## src/rtl/irrgb_pkg.sv

```systemverilog
// ----------------------------------------------------------------------------
// irrgb_pkg
// Shared types and constants for the ir remote rgb color controller.
// ----------------------------------------------------------------------------
package irrgb_pkg;

	// level format: unsigned 8.8
	localparam logic [15:0] LVL_MAX   = 16'hFF00;
	localparam logic [15:0] LVL_ONE   = 16'h0100;
	localparam logic [7:0]  FRAC_INIT = 8'd64;

	// fade phase codes
	localparam logic [1:0] PH_OFF   = 2'd0;
	localparam logic [1:0] PH_RED   = 2'd1;
	localparam logic [1:0] PH_GREEN = 2'd2;
	localparam logic [1:0] PH_BLUE  = 2'd3;

	// request kinds
	localparam logic FUNC_TICK = 1'b0;
	localparam logic FUNC_KEY  = 1'b1;

	// remote key codes
	localparam logic [31:0] KEY_TINT     = 32'h00FD50AF;
	localparam logic [31:0] KEY_SHADE    = 32'h00FD10EF;
	localparam logic [31:0] KEY_FADE     = 32'h00FDB04F;
	localparam logic [31:0] KEY_POWER    = 32'h00FD00FF;
	localparam logic [31:0] KEY_WHITE    = 32'h00FD30CF;
	localparam logic [31:0] KEY_RED      = 32'h00FD08F7;
	localparam logic [31:0] KEY_MAGENTA  = 32'h00FD28D7;
	localparam logic [31:0] KEY_LAVENDER = 32'h00FD18E7;
	localparam logic [31:0] KEY_GREEN    = 32'h00FD8877;
	localparam logic [31:0] KEY_ORANGE   = 32'h00FDA857;
	localparam logic [31:0] KEY_YELLOW   = 32'h00FD9867;
	localparam logic [31:0] KEY_BLUE     = 32'h00FD48B7;
	localparam logic [31:0] KEY_SKY      = 32'h00FD6897;
	localparam logic [31:0] KEY_CYAN     = 32'h00FD58A7;

	typedef enum logic [2:0] {
		OP_NONE,
		OP_TINT,
		OP_SHADE,
		OP_FADE,
		OP_POWER,
		OP_LOAD
	} op_t;

	// decoded key: operation plus preset color
	typedef struct packed {
		op_t        op;
		logic [7:0] red;
		logic [7:0] green;
		logic [7:0] blue;
	} key_op_t;

	// per-channel command
	typedef struct packed {
		op_t        op;
		logic [7:0] preset;
		logic       step;
	} chan_cmd_t;

endpackage

```

## src/rtl/irrgb_req_if.sv

```systemverilog
// ----------------------------------------------------------------------------
// irrgb_req_if
// Request channel: tick or remote key code.
// ----------------------------------------------------------------------------
interface irrgb_req_if;
	logic        valid;
	logic        ready;
	logic        func;
	logic [31:0] key_code;

	modport source (output valid, output func, output key_code, input ready);
	modport sink   (input valid, input func, input key_code, output ready);
endinterface

```

## src/rtl/irrgb_rsp_if.sv

```systemverilog
// ----------------------------------------------------------------------------
// irrgb_rsp_if
// Result channel: led drive levels and update flag.
// ----------------------------------------------------------------------------
interface irrgb_rsp_if;
	logic       valid;
	logic       ready;
	logic [7:0] pwm_red;
	logic [7:0] pwm_green;
	logic [7:0] pwm_blue;
	logic       drive_update;

	modport source (output valid, output pwm_red, output pwm_green, output pwm_blue,
		output drive_update, input ready);
	modport sink   (input valid, input pwm_red, input pwm_green, input pwm_blue,
		input drive_update, output ready);
endinterface

```

## src/rtl/irrgb_cfg_if.sv

```systemverilog
// ----------------------------------------------------------------------------
// irrgb_cfg_if
// Configuration write channel for the tint/shade fraction.
// ----------------------------------------------------------------------------
interface irrgb_cfg_if;
	logic       valid;
	logic       ready;
	logic [7:0] tint_shade_fraction;

	modport source (output valid, output tint_shade_fraction, input ready);
	modport sink   (input valid, input tint_shade_fraction, output ready);
endinterface

```

## src/rtl/irrgb_dec.sv

```systemverilog
// ----------------------------------------------------------------------------
// irrgb_dec
// Decodes a remote key code into an operation and preset color.
// ----------------------------------------------------------------------------
module irrgb_dec (
	input  logic              func,
	input  logic [31:0]       key_code,
	output irrgb_pkg::key_op_t key_op
);
	import irrgb_pkg::*;

	// key lookup, ticks decode to no operation
	always_comb begin
		key_op = '{op: OP_NONE, red: 8'd0, green: 8'd0, blue: 8'd0};
		if (func == FUNC_KEY) begin
			case (key_code)
				KEY_TINT:     key_op.op = OP_TINT;
				KEY_SHADE:    key_op.op = OP_SHADE;
				KEY_FADE:     key_op.op = OP_FADE;
				KEY_POWER:    key_op.op = OP_POWER;
				KEY_WHITE:    key_op = '{OP_LOAD, 8'd255, 8'd255, 8'd255};
				KEY_RED:      key_op = '{OP_LOAD, 8'd255, 8'd0,   8'd0};
				KEY_MAGENTA:  key_op = '{OP_LOAD, 8'd255, 8'd0,   8'd255};
				KEY_LAVENDER: key_op = '{OP_LOAD, 8'd152, 8'd69,  8'd170};
				KEY_GREEN:    key_op = '{OP_LOAD, 8'd0,   8'd255, 8'd0};
				KEY_ORANGE:   key_op = '{OP_LOAD, 8'd200, 8'd100, 8'd0};
				KEY_YELLOW:   key_op = '{OP_LOAD, 8'd255, 8'd255, 8'd0};
				KEY_BLUE:     key_op = '{OP_LOAD, 8'd0,   8'd0,   8'd255};
				KEY_SKY:      key_op = '{OP_LOAD, 8'd12,  8'd93,  8'd219};
				KEY_CYAN:     key_op = '{OP_LOAD, 8'd0,   8'd255, 8'd255};
				default:      key_op.op = OP_NONE;
			endcase
		end
	end

endmodule

```

## src/rtl/irrgb_chan.sv

```systemverilog
// ----------------------------------------------------------------------------
// irrgb_chan
// One color channel: 8.8 level register with tint, shade, preset and fade step.
// ----------------------------------------------------------------------------
module irrgb_chan (
	input  logic                 clk,
	input  logic                 arst_n,
	input  logic                 en,
	input  irrgb_pkg::chan_cmd_t cmd,
	input  logic [7:0]           fraction,
	output logic [15:0]          level_q,
	output logic [15:0]          level_d,
	output logic                 wrap
);
	import irrgb_pkg::*;

	logic [15:0] gap;
	logic [15:0] mul_a;
	logic [23:0] product;
	logic [16:0] stepped;

	// shared scaler: gap to white for tint, level itself for shade
	assign gap     = (level_q >= LVL_MAX) ? 16'd0 : (LVL_MAX - level_q);
	assign mul_a   = (cmd.op == OP_TINT) ? gap : level_q;
	assign product = mul_a * fraction;

	// fade step wraps to zero on reaching full scale
	assign stepped = {1'b0, level_q} + {1'b0, LVL_ONE};
	assign wrap    = (stepped >= {1'b0, LVL_MAX});

	// next level
	always_comb begin
		level_d = level_q;
		if (cmd.step) begin
			level_d = wrap ? 16'd0 : stepped[15:0];
		end else begin
			case (cmd.op)
				OP_TINT:  level_d = level_q + product[23:8];
				OP_SHADE: level_d = product[23:8];
				OP_LOAD:  level_d = {cmd.preset, 8'd0};
				default:  level_d = level_q;
			endcase
		end
	end

	// level register
	always_ff @(posedge clk or negedge arst_n) begin
		if (!arst_n) begin
			level_q <= LVL_MAX;
		end else if (en) begin
			level_q <= level_d;
		end
	end

endmodule

```

## src/rtl/ir_remote_rgb_color_controller_core.sv

```systemverilog
// An accepted request is held in the input register, then its result in the result register.
// Throughput: one request per cycle unless rsp stalls; one is taken while a result waits.
// The state update and result are computed combinationally from the input register.
// Reset: levels 255.0, power off, fading off, fraction 64; no clearing pass.
// ----------------------------------------------------------------------------
// ir_remote_rgb_color_controller_core
// Remote-controlled rgb color controller: presets, tint, shade, fade and power.
// ----------------------------------------------------------------------------
module ir_remote_rgb_color_controller_core (
	input  logic  clk,
	input  logic  arst_n,
	irrgb_req_if.sink   req,
	irrgb_rsp_if.source rsp,
	irrgb_cfg_if.sink   cfg
);
	import irrgb_pkg::*;

	logic        valid_s1;
	logic        func_s1;
	logic [31:0] key_s1;
	logic        advance;
	logic        commit;
	logic [7:0]  fraction_q;
	logic        power_q;
	logic [1:0]  phase_q;
	logic        power_d;
	logic [1:0]  phase_d;
	logic        tick_act;
	logic        upd;
	key_op_t     key_op;
	chan_cmd_t   cmd_r;
	chan_cmd_t   cmd_g;
	chan_cmd_t   cmd_b;
	logic [15:0] red_q;
	logic [15:0] green_q;
	logic [15:0] blue_q;
	logic [15:0] red_d;
	logic [15:0] green_d;
	logic [15:0] blue_d;
	logic        wrap_r;
	logic        wrap_g;
	logic        wrap_b;
	logic        rsp_valid_q;
	logic [7:0]  pwm_red_q;
	logic [7:0]  pwm_green_q;
	logic [7:0]  pwm_blue_q;
	logic        upd_q;

	// handshake
	assign advance   = !rsp_valid_q || rsp.ready;
	assign commit    = valid_s1 && advance;
	assign req.ready = !valid_s1 || advance;
	assign cfg.ready = 1'b1;

	// configuration register
	always_ff @(posedge clk or negedge arst_n) begin
		if (!arst_n) begin
			fraction_q <= FRAC_INIT;
		end else if (cfg.valid) begin
			fraction_q <= cfg.tint_shade_fraction;
		end
	end

	// input register
	always_ff @(posedge clk or negedge arst_n) begin
		if (!arst_n) begin
			valid_s1 <= 1'b0;
		end else if (req.ready) begin
			valid_s1 <= req.valid;
		end
	end

	always_ff @(posedge clk) begin
		if (req.valid && req.ready) begin
			func_s1 <= req.func;
			key_s1  <= req.key_code;
		end
	end

	// key decode
	irrgb_dec u_dec (
		.func     (func_s1),
		.key_code (key_s1),
		.key_op   (key_op)
	);

	// fade tick steps the active channel only
	assign tick_act = (func_s1 == FUNC_TICK) && (phase_q != PH_OFF) && power_q;

	assign cmd_r = '{op: key_op.op, preset: key_op.red,
		step: tick_act && (phase_q == PH_RED)};
	assign cmd_g = '{op: key_op.op, preset: key_op.green,
		step: tick_act && (phase_q == PH_GREEN)};
	assign cmd_b = '{op: key_op.op, preset: key_op.blue,
		step: tick_act && (phase_q == PH_BLUE)};

	irrgb_chan u_red (
		.clk      (clk),
		.arst_n   (arst_n),
		.en       (commit),
		.cmd      (cmd_r),
		.fraction (fraction_q),
		.level_q  (red_q),
		.level_d  (red_d),
		.wrap     (wrap_r)
	);

	irrgb_chan u_green (
		.clk      (clk),
		.arst_n   (arst_n),
		.en       (commit),
		.cmd      (cmd_g),
		.fraction (fraction_q),
		.level_q  (green_q),
		.level_d  (green_d),
		.wrap     (wrap_g)
	);

	irrgb_chan u_blue (
		.clk      (clk),
		.arst_n   (arst_n),
		.en       (commit),
		.cmd      (cmd_b),
		.fraction (fraction_q),
		.level_q  (blue_q),
		.level_d  (blue_d),
		.wrap     (wrap_b)
	);

	// power, fade phase and update flag
	always_comb begin
		power_d = power_q;
		phase_d = phase_q;
		upd     = 1'b0;
		if (func_s1 == FUNC_TICK) begin
			upd = tick_act;
			if (tick_act) begin
				case (phase_q)
					PH_RED:   phase_d = wrap_r ? PH_GREEN : PH_RED;
					PH_GREEN: phase_d = wrap_g ? PH_BLUE : PH_GREEN;
					PH_BLUE:  phase_d = wrap_b ? PH_RED : PH_BLUE;
					default:  phase_d = phase_q;
				endcase
			end
		end else begin
			case (key_op.op)
				OP_FADE:  phase_d = (phase_q != PH_OFF) ? PH_OFF : PH_RED;
				OP_POWER: power_d = !power_q;
				default:  phase_d = phase_q;
			endcase
			upd = (key_op.op == OP_POWER) || power_q;
		end
	end

	always_ff @(posedge clk or negedge arst_n) begin
		if (!arst_n) begin
			power_q <= 1'b0;
			phase_q <= PH_OFF;
		end else if (commit) begin
			power_q <= power_d;
			phase_q <= phase_d;
		end
	end

	// result register
	always_ff @(posedge clk or negedge arst_n) begin
		if (!arst_n) begin
			rsp_valid_q <= 1'b0;
		end else if (advance) begin
			rsp_valid_q <= valid_s1;
		end
	end

	always_ff @(posedge clk) begin
		if (commit) begin
			pwm_red_q   <= power_d ? red_d[15:8] : 8'd0;
			pwm_green_q <= power_d ? green_d[15:8] : 8'd0;
			pwm_blue_q  <= power_d ? blue_d[15:8] : 8'd0;
			upd_q       <= upd;
		end
	end

	assign rsp.valid        = rsp_valid_q;
	assign rsp.pwm_red      = pwm_red_q;
	assign rsp.pwm_green    = pwm_green_q;
	assign rsp.pwm_blue     = pwm_blue_q;
	assign rsp.drive_update = upd_q;

endmodule

```

## src/flat_wrapper.sv

```systemverilog
// flat-port wrapper written by rule: the top's interface ports become plain ports
module ir_remote_rgb_color_controller_core_flat import irrgb_pkg::*;
  (clk, arst_n, req_valid, req_func, req_key_code, req_ready, rsp_valid, rsp_pwm_red, rsp_pwm_green, rsp_pwm_blue, rsp_drive_update, rsp_ready, cfg_valid, cfg_tint_shade_fraction, cfg_ready);
  irrgb_req_if req_i ();
  irrgb_rsp_if rsp_i ();
  irrgb_cfg_if cfg_i ();
  input  logic clk;
  input  logic arst_n;
  input wire logic [$bits(req_i.valid)-1:0] req_valid;
  input wire logic [$bits(req_i.func)-1:0] req_func;
  input wire logic [$bits(req_i.key_code)-1:0] req_key_code;
  output wire logic [$bits(req_i.ready)-1:0] req_ready;
  output wire logic [$bits(rsp_i.valid)-1:0] rsp_valid;
  output wire logic [$bits(rsp_i.pwm_red)-1:0] rsp_pwm_red;
  output wire logic [$bits(rsp_i.pwm_green)-1:0] rsp_pwm_green;
  output wire logic [$bits(rsp_i.pwm_blue)-1:0] rsp_pwm_blue;
  output wire logic [$bits(rsp_i.drive_update)-1:0] rsp_drive_update;
  input wire logic [$bits(rsp_i.ready)-1:0] rsp_ready;
  input wire logic [$bits(cfg_i.valid)-1:0] cfg_valid;
  input wire logic [$bits(cfg_i.tint_shade_fraction)-1:0] cfg_tint_shade_fraction;
  output wire logic [$bits(cfg_i.ready)-1:0] cfg_ready;
  assign req_i.valid = req_valid;
  assign req_i.func = req_func;
  assign req_i.key_code = req_key_code;
  assign req_ready = req_i.ready;
  assign rsp_valid = rsp_i.valid;
  assign rsp_pwm_red = rsp_i.pwm_red;
  assign rsp_pwm_green = rsp_i.pwm_green;
  assign rsp_pwm_blue = rsp_i.pwm_blue;
  assign rsp_drive_update = rsp_i.drive_update;
  assign rsp_i.ready = rsp_ready;
  assign cfg_i.valid = cfg_valid;
  assign cfg_i.tint_shade_fraction = cfg_tint_shade_fraction;
  assign cfg_ready = cfg_i.ready;
  ir_remote_rgb_color_controller_core u_core (.clk(clk), .arst_n(arst_n), .req(req_i), .rsp(rsp_i), .cfg(cfg_i));
endmodule
```

## config.mk

```make
export PLATFORM = sky130hd
export DESIGN_NAME = ir_remote_rgb_color_controller_core_flat
export DESIGN_NICKNAME = d
export VERILOG_FILES = /design/src/rtl/irrgb_pkg.sv /design/src/rtl/irrgb_req_if.sv /design/src/rtl/irrgb_rsp_if.sv /design/src/rtl/irrgb_cfg_if.sv /design/src/rtl/irrgb_dec.sv /design/src/rtl/irrgb_chan.sv /design/src/rtl/ir_remote_rgb_color_controller_core.sv /design/src/flat_wrapper.sv
export SDC_FILE = /design/constraint.sdc
export NUM_CORES = 1
export LEC_CHECK = 0
export BUFFER_PORTS_ARGS = -buffer_cell sky130_fd_sc_hd__buf_2
export CAP_MARGIN = 20
export CORE_MARGIN = 4
export CORE_UTILIZATION = 45
export DETAILED_ROUTE_END_ITERATION = 10
export RECOVER_POWER = 25
export SYNTH_ARGS = -nofsm -noshare
export SYNTH_HDL_FRONTEND = slang
export SYNTH_HIERARCHICAL = 1
export SYNTH_SLANG_ARGS = --single-unit
```

## constraint.sdc

```tcl
create_clock -name clk -period 18.2 [get_ports clk]
set_input_delay 1.82 -clock clk [delete_from_list [all_inputs] [get_ports clk]]
set_output_delay 1.82 -clock clk [all_outputs]
set_load 0.05 [all_outputs]
```

==> key figures, run 1 <==
Floorplanning
  – Die area: 54,330 um2
  – Core Box Area: 50,170 um2
  – Die Span Y: 233.1 um
  – Ports: 74
  – Number of core rows: 82
  – Initial Util: 0.4544
  – Die Width: 233.1 um

Clock tree
  – Post-CTS Hold Fix Bufs: 0
  – Clock Sinks: 119
  – Clock Pin Slew Worst Setup and Hold Paths: 0.06 ns
  – Post-CTS Setup Bufs: 0
  – Number of CTS-inserted buffers: 17
  – Root buf cell: clkbuf_16
  – Post_cts resized: 0
  – H-tree depth: 4
  – Max Buffers Root-to-Sink: 2
  – CTS tree: built
  – Worst-skew pair later-pin latency: 0.46 ns

STA
  – Fmax: 85.75 MHz
  – Period utilisation layout: 0.6408
  – Tightest Pin Transition: 3.632 ns
  – Max_slew headroom: -1.421
  – Minimum clock period: 11.66 ns
  – Max-slew violation count: 54
  – Setup violations, final: 0
  – Final hold viol count: 0
  – Setup TNS: 0 ns
  – WHS: 0.5096 ns
  – Unrepaired setup endpoints after global routing: no
  – Final Skew: 0.01418 ns

Worst hold path
  – Min-Delay Path Class: reg -> reg

Route
  – Initial drt markers: 1,447
  – Wirelength, routed: 64.33 mm
  – Final antenna-violating net count: 0
  – Mean number of vias per cell: 5.738
  – Drt pass-1 iters: 8
  – DR vias: 19,458
  – Wire per inst: 18.97 um
  – # DRC: 1

Critical path
  – Setup crit start kind: register
  – CP most frequent cell: fa_1
  – Crit-path max cell delay: 0.84 ns
  – Slowest stage cell, crit path: nor2_1
  – Worst EP arrival: 11.86 ns
  – Kind of critical path: reg -> reg
  – Critical path endpoint category: register
  – Critical Path Fanout Max: 26
  – CP required: 18.40 ns

Place
  – Final HPWL DP: 48.67 mm
  – GPL Wtd Cong: 0.9518
  – Port bufs: 72

Global routing
  – Largest net degree at the start of global routing: 61
  – Initial antenna violation count: 0
  – Vias in the first global route: 19,873
  – GRT overflow: 0
  – Gr usage total: 0.2417
  – First-pass GRT wire length: 105.5 mm

Final layout
  – Post-layout net count: 3,185
  – Antenna cells: 0
  – Fill count: 4,851
  – Layout cell share with drive strength beyond 1: 0.08716
  – Area delta synth->final: 6.360%

Status
  – Status: complete, but fails checks
  – Failing checks: design-rule violations, max-capacitance violations, max-slew violations

Pwr
  – Peak VDD IR: 146.0 uV
  – PwrDens: 104.8 nW/um2
  – LEAKAGE: 0.01131 uW

Logic synthesis
  – Synth Cell Area: 22,800 um2
  – Yosys warnings: 6
  – Syn nets: 3,187
  – Avg Cell Area, Syn: 8.419 um2
  – Cells after synthesis: 2,708

Flow run
  – # Max-Cap Violations: 1
==> cell type report <==
cell class | instances | area, um2 | area share
tap | 672 | 840.8 | 0.03467
timing repair buffer | 100 | 559.3 | 0.02306
sequential | 119 | 3299 | 0.1361
clock buffer | 17 | 425.4 | 0.01754
clock inverter | 15 | 176.4 | 0.007275
inverter | 342 | 1284 | 0.05294
multi-input combinational | 2126 | 17660 | 0.7284
==> cell usage in the layout, fill, tap and decap left out, types with 58 or more instances in the layout <==
| cell type | n |
|---|---|
| a21oi_1 | 142 |
| and2_1 | 243 |
| buf_2 | 72 |
| edfxtp_1 | 58 |
| fa_1 | 252 |
| ha_1 | 181 |
| inv_1 | 341 |
| nand2_1 | 288 |
| nor2_1 | 153 |
| o21ai_0 | 107 |
| xnor2_1 | 69 |
==> through the flow <==
stage / util / total power (uW) / instances / instance area [um2] / setup WS (ns)
after global routing: 0.4833 / 2781 / 3391 / 24250 / 5.812
final: 0.4833 / 2542 / 3391 / 24250 / 6.538
after detailed placement: 0.4715 / 2163 / 3359 / 23660 / 6.642
after floorplan: - / 1776 / 2708 / 22800 / 7.948
after global placement: 0.4713 / 2140 / 3357 / 23650 / 6.702
after CTS: 0.4835 / 2535 / 3391 / 24260 / 6.613
==> sequential cells by signal, indices dropped and copies added, names as in the netlist <==
signal                   cells
u_core/func_s1               1
u_core/rsp.drive_update      1
u_core/rsp.pwm_red           8
u_core/power_q               1
u_core/rsp.valid             1
u_core/u_red/level_q        16
u_core/valid_s1              1
u_core/fraction_q            8
u_core/rsp.pwm_blue          8
u_core/phase_q               2
u_core/key_s1               32
u_core/rsp.pwm_green         8
u_core/u_blue/level_q       16
u_core/u_green/level_q      16
==> layer usage <==
metal | wire (um) | global-route usage | share of wire
met1 | 30010 | 0.3499 | 0.47
met2 | 29030 | 0.3796 | 0.45
met3 | 3932 | 0.03488 | 0.061
met5 | 0 | 0 | 0
met4 | 1363 | 0.06518 | 0.021
==> power breakdown <==
part	internal, uW	switching (uW)	total [uW]
registers	308	23.5	331
logic	732	1120	1860
clock network	196	159	355
total	1240	1310	2540
==> worst paths after layout <==
path | to | startpoint | slack (ns) | depth (start not counted)
worst max-delay path | u_core/rsp.pwm_blue[5] | u_core/key_s1[13] | 6.54 | 34
worst min-delay path | u_core/fraction_q[5] | u_core/fraction_q[5] | 0.51 | 1
worst max register to register | u_core/rsp.pwm_blue[5] | u_core/key_s1[13] | 6.54 | 34
worst min register to register | u_core/fraction_q[5] | u_core/fraction_q[5] | 0.51 | 1
max in group asynchronous | u_core/u_blue/level_q[2] | arst_n | 12.86 | 2
min in group asynchronous | u_core/fraction_q[1] | arst_n | 1.43 | 1
==> worst max-delay path: cells and delay by family, from the launching register on <==
kind	cells	cell delay, ns
and+or+nand+nor	11	4.13
buffers and inverters	4	0.47
adders and majority gates	6	2.77
AOI/OAI and AO/OA	12	3.28
DFF	1	0.47
xor gates and xnor gates	1	0.28
Note: power is estimated with default switching activity, not from simulation.
==> inputs of run 2 (changes only) <==
==> constraint.sdc (replaced) <==
create_clock -name clk -period 10.7 [get_ports clk]
set_input_delay 1.07 -clock clk [delete_from_list [all_inputs] [get_ports clk]]
set_output_delay 1.07 -clock clk [all_outputs]
set_load 0.05 [all_outputs]
==> run 2 against run 1 <==
Compared with the run above:
- the run ends with max-capacitance violations, max-slew violations left
- combinational power is 72% higher
- sequential share of layout area is 0.13 points lower
- cell area increased by 0.95%
- clock skew about the same
- fmax up 15%
- final cell count is 0.86% higher
- hold slack got worse by 0.0026 ns
- setup slack got worse by 6.0 ns
- total power increased by 70%
- register-to-register slack lost 6.0 ns
- critical path depth up 2
- sequential power increased by 71%
- largest cell class unchanged
- highest routed layer unchanged
==> key figures, run 2 (synthesis results as in run 1) <==
Route
  – Wire per inst: 18.88 um (-0.50%)
  – Final antenna-violating net count: 0 (unchanged)
  – # DRC: 0 (-1)
  – Initial drt markers: 1,462 (+1.0%)
  – Mean number of vias per cell: 5.772 (+0.59%)
  – DR vias: 19,741 (+1.5%)
  – Drt pass-1 iters: 6 (-2)
  – Wirelength, routed: 64.55 mm (+0.35%)

Worst hold path
  – Hold Startpoint: u_core/fraction_q[2]
  – Min-Delay Path Class: reg -> reg

STA
  – Final Skew: 0.01454 ns (+0.0003566 ns)
  – Max_slew headroom: -1.333 (+0.08783)
  – Final hold viol count: 0 (unchanged)
  – Fmax: 98.73 MHz (+15%)
  – Setup TNS: 0 ns (unchanged)
  – WHS: 0.5070 ns (-0.002571 ns)
  – Setup violations, final: 0 (unchanged)
  – Max-slew violation count: 54 (unchanged)
  – Minimum clock period: 10.13 ns (-1.534 ns)
  – Unrepaired setup endpoints after global routing: no
  – Tightest Pin Transition: 3.500 ns (-0.1318 ns)
  – Period utilisation layout: 0.9466 (+0.3058)

Critical path
  – Kind of critical path: reg -> reg
  – Critical path endpoint category: register
  – R2r startpoint: u_core/key_s1[4]
  – CP most frequent cell: fa_1
  – CP Launch Point: u_core/key_s1[4]
  – Crit-path max cell delay: 0.56 ns (-0.28 ns)
  – Slowest stage cell, crit path: fa_1
  – CP required: 10.91 ns (-7.49 ns)
  – Setup crit start kind: register
  – Critical Path Fanout Max: 25 (-3.8%)
  – Worst EP arrival: 10.34 ns (-1.52 ns)

Floorplanning
  – Die area: 54,330 um2 (unchanged)
  – Number of core rows: 82 (unchanged)
  – Die Width: 233.1 um (unchanged)
  – Ports: 74 (unchanged)
  – Initial Util: 0.4544 (unchanged)
  – Core Box Area: 50,170 um2 (unchanged)
  – Die Span Y: 233.1 um (unchanged)

Clock tree
  – H-tree depth: 4 (unchanged)
  – Post-CTS Setup Bufs: 0 (unchanged)
  – Worst-skew pair later-pin latency: 0.47 ns (about the same)
  – CTS tree: built
  – Root buf cell: clkbuf_16
  – Clock Pin Slew Worst Setup and Hold Paths: 0.07 ns (about the same)
  – Clock Sinks: 119 (unchanged)
  – Number of CTS-inserted buffers: 17 (unchanged)
  – Max Buffers Root-to-Sink: 2 (unchanged)

Global routing
  – GRT overflow: 0 (unchanged)
  – Largest net degree at the start of global routing: 54 (-11%)
  – First-pass GRT wire length: 106.5 mm (+0.91%)
  – Vias in the first global route: 20,137 (+1.3%)
  – Initial antenna violation count: 0 (unchanged)
  – Gr usage total: 0.2438 (+0.002011)

Final layout
  – Largest Register: u_core/key_s1
  – Util after Layout: 0.4879 (+0.004589)
  – Layout cell share with drive strength beyond 1: 0.1004 (+0.01327)
  – Antenna cells: 0 (unchanged)
  – Max FFs per register: 32 (unchanged)
  – Most common cell after layout, fill and taps aside: inv_1
  – Post-layout net count: 3,214 (+0.91%)
  – Area delta synth->final: 7.370%
  – Most frequent cells in the layout: inv_1, nand2_1, fa_1
  – Post-route cell area: 24,480 um2 (+0.95%)

Place
  – Final HPWL DP: 49.21 mm (+1.1%)
  – Placed cell areas: 23,870 um2 (+0.92%)
  – Port bufs: 72 (unchanged)
  – GPL Wtd Cong: 0.9340 (-1.9%)

Pwr
  – LEAKAGE: 0.01141 uW (+0.94%)
  – Peak VDD IR: 287.0 uV (+97%)
  – PwrDens: 176.8 nW/um2 (+69%)

Flow run
  – # Max-Cap Violations: 1 (unchanged)

Status
  – Status: complete, but fails checks
  – Failing checks: max-capacitance violations, max-slew violations
run 2: changes by cell type in the layout (fill, tap and decap cells not counted), sizes merged:
cell,change
buf,+29
bufinv,-1
clkinvlp,+4
inv,-2
clkinv,-1
run 2: layout make-up:
class,count,area (um2)
sequential,119,3299
clock buffer,17,425.4
fill,4939,25690
inverter,342,1284
clock inverter,15,120.1
multi-input combinational,2126,17720
tap,672,840.8
timing repair buffer,129,792.0
run 2: layer usage:
layer,vias up,part of all wire,global-route usage
met2,628,0.46,0.3929
met4,0,0.017,0.05734
met3,79,0.065,0.04049
li1,9169,-,-
met1,9865,0.45,0.3444
met5,-,0,0
run 2: metrics by stage:
step	worst slack [ns]	power, uW	instances
2_1_floorplan	0.4477	3021	2708
3_3_place_gp	0.3220	3666	3386
3_5_place_dp	0.2238	3718	3386
4_1_cts	0.1728	4312	3418
5_1_grt	0.002143	4774	3420
6_report	0.5717	4328	3420
run 2: critical path: cells and delay by family (launching register included):
kind,cells,cell delay [ns]
AOI/OAI and AO/OA,12,2.41
xor gates and xnor gates,2,0.37
adders and majority gates,6,2.81
buffers and inverters,3,0.29
DFF,1,0.44
and+or+nand+nor,13,3.52
run 2: path summary, 6_finish.rpt:
kind | cells after the start | endpoint | slack, ns
max in group asynchronous | 2 | u_core/u_green/level_q[1] | 6.28
hold reg to reg | 1 | u_core/fraction_q[2] | 0.51
setup / recovery | 36 | u_core/rsp.pwm_green[7] | 0.57
setup reg to reg | 36 | u_core/rsp.pwm_green[7] | 0.57
hold / removal | 1 | u_core/fraction_q[2] | 0.51
min in group asynchronous | 1 | u_core/fraction_q[3] | 0.63
run 2: timing repair:
item                                    4_1_cts  5_1_grt
endpoints found under the setup margin        0       25
hold buffers                                  0        0
gates resized for setup                       0       15
endpoints found under the hold margin         0        0
run 2: power breakdown:
group | switching [uW] | internal (uW)
registers | 41.7 | 523
clock network | 259 | 300
logic | 1920 | 1280
==> inputs of run 3 (changes only) <==
--- a/config.mk
+++ b/config.mk
@@ -8,9 +8,11 @@
 export BUFFER_PORTS_ARGS = -buffer_cell sky130_fd_sc_hd__buf_2
 export CAP_MARGIN = 20
 export CORE_MARGIN = 4
-export CORE_UTILIZATION = 45
+export CORE_UTILIZATION = 59
 export DETAILED_ROUTE_END_ITERATION = 10
+export PLACE_DENSITY = 0.79
 export RECOVER_POWER = 25
+export REMOVE_ABC_BUFFERS = 1
 export SYNTH_ARGS = -nofsm -noshare
 export SYNTH_HDL_FRONTEND = slang
 export SYNTH_HIERARCHICAL = 1
==> run 3 against run 2 <==
Compared with the run above:
- the run still ends with max-capacitance violations, max-slew violations left
- register-to-register slack got worse by 0.07 ns
- clock-buffer cell count unchanged
- via count increased by 2.0%
- critical path depth unchanged
- cell area decreased by 0.89%
- non-clock buffer count decreased by 12
- wire length decreased by 2.0%
- global-route usage increased by 6.2 points
- first-iteration DRC count increased by 23%
- combinational power about the same
- core utilization increased by 15 points
- final cell count decreased by 5.0%
- largest cell class unchanged
==> key figures, run 3 (synthesis results as in run 1) <==
Status
  – Status: complete, but fails checks
  – Failing checks: max-capacitance violations, max-slew violations

Final layout
  – Multi-input logic area: 17,740 um2 (+0.13%)
  – Post-layout net count: 3,202 (-0.37%)
  – Area delta synth->final: 6.410%
  – Max FFs per register: 32 (unchanged)
  – Most frequent cells in the layout: inv_1, nand2_1, fa_1
  – Largest Register: u_core/key_s1
  – Util after Layout: 0.6396 (+0.1516)
  – Layout cell share with drive strength beyond 1: 0.09832 (-0.002118)
  – Final std cells w/o fill: 3,248 (-5.0%)
  – Reg area: 3299 um2 (unchanged)
  – Fill count: 3,317 (-33%)
  – Most common cell after layout, fill and taps aside: inv_1

Pwr
  – Peak VDD IR: 292.7 uV (+2.0%)
  – LEAKAGE: 0.01141 uW (about the same)
  – PwrDens: 180.9 nW/um2 (+2.3%)

Clock tree
  – Number of CTS-inserted buffers: 17 (unchanged)
  – Max Buffers Root-to-Sink: 2 (unchanged)
  – H-tree depth: 4 (unchanged)
  – Clock Sinks: 119 (unchanged)
  – CTS tree: built
  – Worst-skew pair later-pin latency: 0.45 ns (-0.02 ns)
  – Root buf cell: clkbuf_16
  – Clock Pin Slew Worst Setup and Hold Paths: 0.07 ns (about the same)
  – Post-CTS Hold Fix Bufs: 0 (unchanged)

Worst hold path
  – Min-Delay Path Class: reg -> reg

Critical path
  – CP required: 10.88 ns (-0.03 ns)
  – Crit-path max cell delay: 0.58 ns (+0.02 ns)
  – Slowest stage cell, crit path: fa_1
  – Setup crit start kind: register
  – CP most frequent cell: fa_1
  – Kind of critical path: reg -> reg
  – Worst EP arrival: 10.38 ns (+0.04 ns)
  – Critical path endpoint category: register
  – Critical Path Fanout Max: 9 (-64%)

STA
  – Fmax: 98.06 MHz (-0.69%)
  – Period utilisation layout: 0.9531 (+0.006530)
  – Final hold viol count: 0 (unchanged)
  – Max-slew violation count: 62 (+15%)
  – Setup TNS: 0 ns (unchanged)
  – Max_slew headroom: -1.737 (-0.4041)
  – Final Skew: 0.01770 ns (+0.003160 ns)
  – Setup violations, final: 0 (unchanged)
  – Tightest Pin Transition: 4.106 ns (+0.6062 ns)
  – Worst Setup Slack, final: 0.5018 ns (-0.06987 ns)
  – Minimum clock period: 10.20 ns (+0.06987 ns)

Floorplanning
  – Number of core rows: 71 (-13%)
  – Die Span Y: 204.6 um (-12%)
  – Die area: 41,850 um2 (-23%)
  – Core Box Area: 37,930 um2 (-24%)
  – Ports: 74 (unchanged)
  – Die Width: 204.6 um (-12%)
  – Initial Util: 0.6010 (+0.1466)

Global routing
  – Met1 GRT Util: 0.4023 (+0.05792)
  – Routing usage on met2: 0.5141 (+0.1213)
  – Vias in the first global route: 20,602 (+2.3%)
  – Initial antenna violation count: 0 (unchanged)
  – Met3 GRT Util: 0.03926 (-0.001229)
  – First-pass GRT wire length: 104.1 mm (-2.2%)
  – GRT overflow: 0 (unchanged)
  – Busiest layer in global routing: met2
  – Largest net degree at the start of global routing: 62 (+15%)
  – Gr usage total: 0.3054 (+0.06163)

Place
  – Port bufs: 72 (unchanged)
  – Final HPWL DP: 48.05 mm (-2.4%)
  – Dpl cells: 3,211 (-5.2%)
  – GPL Wtd Cong: 0.9833 (+5.3%)
  – Placement Setup Slack: -0.03263 ns (-0.2564 ns)

Route
  – Initial drt markers: 1,804 (+23%)
  – Wirelength, routed: 63.28 mm (-2.0%)
  – # DRC: 0 (unchanged)
  – Drt pass-1 iters: 6 (unchanged)
  – Final antenna-violating net count: 0 (unchanged)
  – DR vias: 20,128 (+2.0%)
  – Wire per inst: 19.48 um (+3.2%)
  – Mean number of vias per cell: 6.197 (+7.4%)

Flow run
  – # Max-Cap Violations: 1 (unchanged)
-- run 3: changes by cell type in the layout (fill, tap and decap cells not counted), moves of 2 or more --
cell / change
a211oi_1: -2
a211oi_2: +2
buf_4: -12
bufinv_16: +2
clkinv_1: -2
clkinv_4: +2
clkinvlp_4: -5
-- run 3: per-layer routing --
metal	routed length [um]	part of all wire
met1	25970	0.41
met2	30550	0.48
met3	4359	0.069
met4	2405	0.038
met5	0	0
-- run 3: where the power goes --
group	switching, uW	internal, uW	leakage (uW)
clock	264	353	0.000300
sequential	50.9	523	0.00128
combinational	1940	1260	0.00982
total	2250	2140	0.0114
-- run 3: critical path, delay by kind of cell, from the launching register on --
family	cells	cell delay [ns]
adder cells (fa/ha/maj)	6	2.63
flip-flops	1	0.38
buffers and inverters	3	0.62
AO/OA/AOI/OAI	17	4.30
XOR/XNOR	2	0.60
AND/OR/NAND/NOR	8	1.39
-- run 3: layout make-up --
class                      count  area share
clock inverter                15    0.007530
clock buffer                  17     0.01753
antenna                        1   0.0001031
sequential                   119      0.1360
multi-input combinational   2126      0.7313
tap                          511     0.02635
inverter                     342     0.05291
timing repair buffer         117     0.02831
-- run 3: worst paths after layout --
kind                                 startpoint                       to  slack (ns)  depth (start not counted)
setup / recovery              u_core/key_s1[24]    u_core/rsp.pwm_red[7]        0.50                         36
hold / removal             u_core/fraction_q[0]     u_core/fraction_q[0]        0.51                          1
setup reg to reg              u_core/key_s1[24]    u_core/rsp.pwm_red[7]        0.50                         36
hold reg to reg            u_core/fraction_q[0]     u_core/fraction_q[0]        0.51                          1
max in group asynchronous                arst_n     u_core/fraction_q[7]        6.23                          2
min in group asynchronous                arst_n  u_core/u_red/level_q[7]        2.18                          2
-- run 3: stage by stage --
stage | total power, uW | cell area (um2) | hold WS (ns)
after floorplan | 3007 | 22230 | 0.4999
after global placement | 3606 | 23550 | 0.4926
after detailed placement | 3704 | 23550 | 0.5009
after CTS | 4345 | 24160 | 0.5172
after global routing | 4783 | 24260 | 0.5439
final | 4389 | 24260 | 0.5136
-- run 3: repair_timing --
action                                  in CTS  in global routing
buffers inserted                             0                  2
resized for setup                            1                 20
endpoints found under the setup margin       1                 41
